==> config.mk <==
export PLATFORM = sky130hd
export DESIGN_NAME = qslerp_cordic
export DESIGN_NICKNAME = d
export VERILOG_FILES = /design/src/design/assert_macros.svh /design/src/design/qslerp_pkg.sv /design/src/design/qslerp_cordic_cell.sv /design/src/design/qslerp_cordic.sv
export SDC_FILE = /design/constraint.sdc
export NUM_CORES = 2
export LEC_CHECK = 0
export BUFFER_PORTS_ARGS = -buffer_cell sky130_fd_sc_hd__buf_2
export CAP_MARGIN = 20
export CORE_AREA = 2 2 459 461
export DETAILED_ROUTE_END_ITERATION = 8
export DIE_AREA = 0 0 461 463
export PLACE_DENSITY = 0.56
export SLEW_MARGIN = 20
export SYNTH_ARGS = -nofsm -noshare
export SYNTH_HDL_FRONTEND = slang
export SYNTH_SLANG_ARGS = --single-unit
==> constraint.sdc <==
create_clock -name clk -period 5.29 [get_ports clk]
set_input_delay 0.2645 -clock clk [delete_from_list [all_inputs] [get_ports clk]]
set_output_delay 0.2645 -clock clk [all_outputs]
set_load 0.005 [all_outputs]
==> src/design/assert_macros.svh <==
// Assertion macros shared by the quaternion slerp RTL.
// Depends on nothing; included by files that carry concurrent assertions.
`ifndef ASSERT_MACROS_SVH
`define ASSERT_MACROS_SVH

`define ASSERT_IMPLY(label, ck, rn, ante, cons) \
    label: assert property (@(posedge ck) disable iff (!rn) (ante) |-> (cons)) \
        else $error("assertion failed");

`define ASSERT_AFTER(label, ck, rn, ante, dly, cons) \
    label: assert property (@(posedge ck) disable iff (!rn) (ante) |-> ##dly (cons)) \
        else $error("assertion failed");

`endif

==> src/design/qslerp_pkg.sv <==
// Types, widths and constant tables for the quaternion slerp pipeline.
// Depends on nothing; used by every module of the block.
package qslerp_pkg;

    localparam int COMP_W       = 16;
    localparam int ANGLE_W      = 17;
    localparam int VEC_W        = 34;
    localparam int Z_W          = 20;
    localparam int UNIT_W       = 31;
    localparam int QUO_W        = 27;
    localparam int REM_W        = UNIT_W + 16;
    localparam int DOT_W        = 34;
    localparam int DOT_SHIFT    = 14;
    localparam int CORDIC_STEPS = 16;
    localparam int ACOS_STEPS   = 17;
    localparam int ONE_Q16      = 65536;
    localparam int ONE_Q30      = 1073741824;
    localparam int CORDIC_GAIN  = 652032874;
    localparam int MIN_SINE     = 1048576;

    localparam logic [ANGLE_W-1:0] ATAN_TAB [CORDIC_STEPS] = '{
        17'd32768, 17'd19344, 17'd10221, 17'd5188, 17'd2604, 17'd1303, 17'd652, 17'd326,
        17'd163, 17'd81, 17'd41, 17'd20, 17'd10, 17'd5, 17'd3, 17'd1
    };

    typedef struct packed {
        logic signed [COMP_W-1:0] first_x;
        logic signed [COMP_W-1:0] first_y;
        logic signed [COMP_W-1:0] first_z;
        logic signed [COMP_W-1:0] first_w;
        logic signed [COMP_W-1:0] second_x;
        logic signed [COMP_W-1:0] second_y;
        logic signed [COMP_W-1:0] second_z;
        logic signed [COMP_W-1:0] second_w;
        logic [ANGLE_W-1:0]       blend;
    } in_beat_t;

    typedef struct packed {
        logic signed [COMP_W-1:0] out_x;
        logic signed [COMP_W-1:0] out_y;
        logic signed [COMP_W-1:0] out_z;
        logic signed [COMP_W-1:0] out_w;
        logic                     took_linear;
        logic                     was_flipped;
    } out_beat_t;

    typedef struct packed {
        logic signed [VEC_W-1:0] x;
        logic signed [VEC_W-1:0] y;
        logic signed [Z_W-1:0]   z;
    } cordic_vec_t;

    typedef struct packed {
        logic [3:0][COMP_W-1:0] q1;
        logic [3:0][COMP_W-1:0] q2;
        logic [ANGLE_W-1:0]     t;
        logic                   same;
        logic                   flipped;
        logic                   linear;
    } item_t;

    typedef struct packed {
        logic [ANGLE_W-1:0] lo;
        logic [ANGLE_W-1:0] hi;
        logic [UNIT_W-1:0]  target;
        item_t              item;
    } srch_t;

    typedef struct packed {
        logic [ANGLE_W-1:0] theta;
        item_t              item;
    } sine_side_t;

    typedef struct packed {
        logic [REM_W-1:0] rem0;
        logic [REM_W-1:0] rem1;
        logic [QUO_W-1:0] quo0;
        logic [QUO_W-1:0] quo1;
        logic [UNIT_W-1:0] den;
    } div_vec_t;

    function automatic logic [UNIT_W-1:0] clamp_unit(input logic signed [VEC_W-1:0] v);
        logic [UNIT_W-1:0] r;
        if (v[VEC_W-1])
        begin
            r = '0;
        end
        else if (v > VEC_W'(ONE_Q30))
        begin
            r = UNIT_W'(ONE_Q30);
        end
        else
        begin
            r = v[UNIT_W-1:0];
        end
        return r;
    endfunction

endpackage

==> src/design/qslerp_cordic_cell.sv <==
// One registered CORDIC micro-rotation with a side word carried alongside.
// Depends on qslerp_pkg.
module qslerp_cordic_cell #(
    parameter int unsigned STEP   = 0,
    parameter int unsigned SIDE_W = 1
) (
    input  logic                      clk,
    input  logic                      rst_n,
    input  logic                      in_vld,
    input  qslerp_pkg::cordic_vec_t   in_vec,
    input  logic [SIDE_W-1:0]         in_side,
    output logic                      out_vld,
    output qslerp_pkg::cordic_vec_t   out_vec,
    output logic [SIDE_W-1:0]         out_side
);
    import qslerp_pkg::*;

    logic                    vld_reg;
    cordic_vec_t             vec_reg;
    cordic_vec_t             vec_next;
    logic [SIDE_W-1:0]       side_reg;
    logic signed [VEC_W-1:0] dx;
    logic signed [VEC_W-1:0] dy;
    logic signed [Z_W-1:0]   da;

    always_comb
    begin
        dx = in_vec.y >>> STEP;
        dy = in_vec.x >>> STEP;
        da = Z_W'(ATAN_TAB[STEP]);
        if (!in_vec.z[Z_W-1])
        begin
            vec_next.x = in_vec.x - dx;
            vec_next.y = in_vec.y + dy;
            vec_next.z = in_vec.z - da;
        end
        else
        begin
            vec_next.x = in_vec.x + dx;
            vec_next.y = in_vec.y - dy;
            vec_next.z = in_vec.z + da;
        end
    end

    always_ff @(posedge clk or negedge rst_n)
    begin
        if (!rst_n)
        begin
            vld_reg <= 1'b0;
        end
        else
        begin
            vld_reg <= in_vld;
        end
    end

    always_ff @(posedge clk)
    begin
        vec_reg  <= vec_next;
        side_reg <= in_side;
    end

    assign out_vld  = vld_reg;
    assign out_vec  = vec_reg;
    assign out_side = side_reg;

endmodule

==> src/design/qslerp_cordic.sv <==
// Rotation-mode CORDIC built as a row of micro-rotation cells.
// Depends on qslerp_pkg and qslerp_cordic_cell.
module qslerp_cordic #(
    parameter int unsigned SIDE_W = 1
) (
    input  logic                              clk,
    input  logic                              rst_n,
    input  logic                              in_vld,
    input  logic [qslerp_pkg::ANGLE_W-1:0]    angle,
    input  logic [SIDE_W-1:0]                 in_side,
    output logic                              out_vld,
    output qslerp_pkg::cordic_vec_t           out_vec,
    output logic [SIDE_W-1:0]                 out_side
);
    import qslerp_pkg::*;

    logic              vld_w  [CORDIC_STEPS+1];
    cordic_vec_t       vec_w  [CORDIC_STEPS+1];
    logic [SIDE_W-1:0] side_w [CORDIC_STEPS+1];

    assign vld_w[0]  = in_vld;
    assign vec_w[0]  = {VEC_W'(CORDIC_GAIN), {VEC_W{1'b0}}, Z_W'(angle)};
    assign side_w[0] = in_side;

    for (genvar i = 0; i < CORDIC_STEPS; i++)
    begin : g_cell
        qslerp_cordic_cell #(
            .STEP   (i),
            .SIDE_W (SIDE_W)
        ) u_cell (
            .clk      (clk),
            .rst_n    (rst_n),
            .in_vld   (vld_w[i]),
            .in_vec   (vec_w[i]),
            .in_side  (side_w[i]),
            .out_vld  (vld_w[i+1]),
            .out_vec  (vec_w[i+1]),
            .out_side (side_w[i+1])
        );
    end

    assign out_vld  = vld_w[CORDIC_STEPS];
    assign out_vec  = vec_w[CORDIC_STEPS];
    assign out_side = side_w[CORDIC_STEPS];

endmodule

==> reports/metrics.yaml <==
final_core_util: 0.492
postCtsSetupBuffers: 0
worst_path_max_delay_cell: "or4_1"
ios: 111
max_stage_delay_ps: 490
area_growth_pct: 10.2
cts_buffers: 152
synthDistinctLibCells: 93
synthCells: 11000
tightest_slew_ps: 1080
final_cell_mix: "1,291 x a21oi_1, 1,271 x dfxtp_1, 1,157 x ha_1"
routedWlPerCell_um: 18.9
async_flop_share: 0.0123
final_nets: 12300
syn-num-nets: 12200
floorplan.initialDensity: 0.447
grt_max_degree: 55
synth_area_sq_um: 93200
clockBufferDepth: 3
synth_flop_cell: "dfxtp_1"
drc: 0
yosysSeqAreaShare: 0.280
status: "finished clean"
place_area_sq_um: 97000
timing.fmax_mhz: 205
cts_max_level: 4
layout-drive-gt1-share: 0.0527
slew_violations: 0
crit_path_end_kind: "flip-flop"
fin_crit_sh: 0.920
fp.dieH_um: 463
antenna_found_initial: 5
coreArea_sq_um: 209000
crit_fanout: 6
grt-ovfl-total: 0
required_ps: 6000
crit_chain: "or3_1, or3_1, or4_1, and2_1, xor2_1, ha_1, and4_1, nand3_1, nor3_1, nor4_1, a22oi_1, a311oi_2, o211ai_1, a31o_1, a21oi_1, o21ai_1, xor2_1"
min_period_ps: 4870
die_w_um: 461
final_common_cell: "a21oi_1"
globalplace.congestion: 0.929
cts_tree: "done"
startpoint_type: "flip-flop"
antenna_left: 0
grt_pass1_vias: 75100
dieArea_sq_um: 213000
synth_edf_count: 0
cts.sinks: 1301
avgViaCountPerCell: 5.53
final_cells: 14000
clk_latency_ps: 830
vias: 77600
criticalPathCategory: "flip-flop to flip-flop"
worstPathArrival_ps: 5570
synth.avg_cell_area_sq_um: 8.50
gr-usage-all-layers: 0.242
synth_seq_cells: 1301
hold_viol: 0
finClkSkew_ps: 23.3
yosysTopAreaCell: "dfxtp_1"
root_buffer: "clkbuf_16"
hold_path_class: "primary input to flip-flop"
synth_top_area_share: 0.276
rsz0062_at_grt: "no"
std_cell_rows: 168
path_clk_slew_ps: 60
setup_violations: 0
postRouteWirelength_mm: 265
synth_warnings: 0
drt-initial-drc-count: 4612
portBuffers: 110
finish.instance_area_sq_um: 103000
place_inst: 13700
hpwl_mm: 216
slew_headroom: 0.274
first_pass_iters: 6
max_cap_violations: 0
r2r_slack_ps: 420
grt_pass1_wl_mm: 417
setup_tns_ps: 0
synthTopCellsByArea: "dfxtp_1 28%, ha_1 16%, xnor2_1 10%, a21oi_1 6.9%, xor2_1 5.1%"
[worst max-delay path, delay by kind of cell, from the launching register on]
kind	cells	cell delay (ps)
adder cells (fa/ha/maj)	1	360
AND/OR/NAND/NOR	8	2400
XOR/XNOR	2	300
AO/OA/AOI/OAI	6	1350
flip-flops	1	330
[state kept, by name (all words and copies together) (netlist names)]
name                    count
g_cell.u_cell.out_vec    1269
g_cell.u_cell.out_side     16
g_cell.u_cell.out_vld      16
[routing by layer]
metal	GRT usage	vias up	wire (um)
li1	-	39400	-
met1	0.303	36200	117000
met2	0.429	1616	129000
met3	0.0265	401	10000
met4	0.0827	0	8850
met5	0	-	0
[cell usage after synthesis, drive strengths merged, types with 79 or more instances]
master,n
xnor2,1107
dfxtp,1285
nor3,279
o21bai,133
nand2,521
inv,490
nand4,85
a31oi,97
a21oi,1295
nor2,909
clkbuf,197
nor2b,174
o21ai,490
xor2,540
a21o,548
ha,1157
nand2b,169
a211oi,82
o21a,158
and3,79
nand3,179
[per-stage QoR]
stage / hold slack, ps / setup slack, ps
6_report: 72.8 / 423
5_1_grt: 35.3 / 11.1
4_1_cts: 2.08 / 353
3_5_place_dp: 192 / 378
3_3_place_gp: 173 / 327
2_1_floorplan: -31.1 / 868
[kinds of logic after synthesis]
kind of cell / count (synthesis) / synth area share
compound gates: 3237 / 0.217
xor+xnor: 1647 / 0.155
fa+ha+maj: 1198 / 0.164
buf+inv: 732 / 0.0296
flops: 1301 / 0.280
mux: 101 / 0.0117
simple gates: 2743 / 0.142
[final cells by class]
| type | instances | area (sq um) |
|---|---|---|
| repair buffers | 219 | 1440 |
| flip-flops and latches | 1301 | 26100 |
| clock buffers | 194 | 4190 |
| inverters | 492 | 1850 |
| clock inverters | 84 | 1200 |
| multi-input cells | 8926 | 64300 |
| fillers | 20100 | 106000 |
| well taps | 2805 | 3510 |
| diodes | 8 | 20.0 |
[what timing repair did]
action / in CTS / in global routing
gates resized for setup: 0 / 2
endpoints found under the setup margin: 0 / 2
hold buffers: 27 / 0
hold endpoints to repair: 36 / 0
[worst paths after layout]
path,from,end,cells past startpoint
setup / recovery,g_cell[13].u_cell.out_vec[39],g_cell[14].u_cell.out_vec[84],17
hold / removal,angle[5],g_cell[0].u_cell.out_vec[5],2
setup reg to reg,g_cell[13].u_cell.out_vec[39],g_cell[14].u_cell.out_vec[84],17
hold reg to reg,g_cell[5].u_cell.out_side,g_cell[6].u_cell.out_side,0
max in group asynchronous,rst_n,g_cell[5].u_cell.out_vld,3
min in group asynchronous,rst_n,g_cell[15].u_cell.out_vld,3
Power is not shown: default switching activity piles up to over one toggle a cycle in this logic, so the estimate is an artifact.
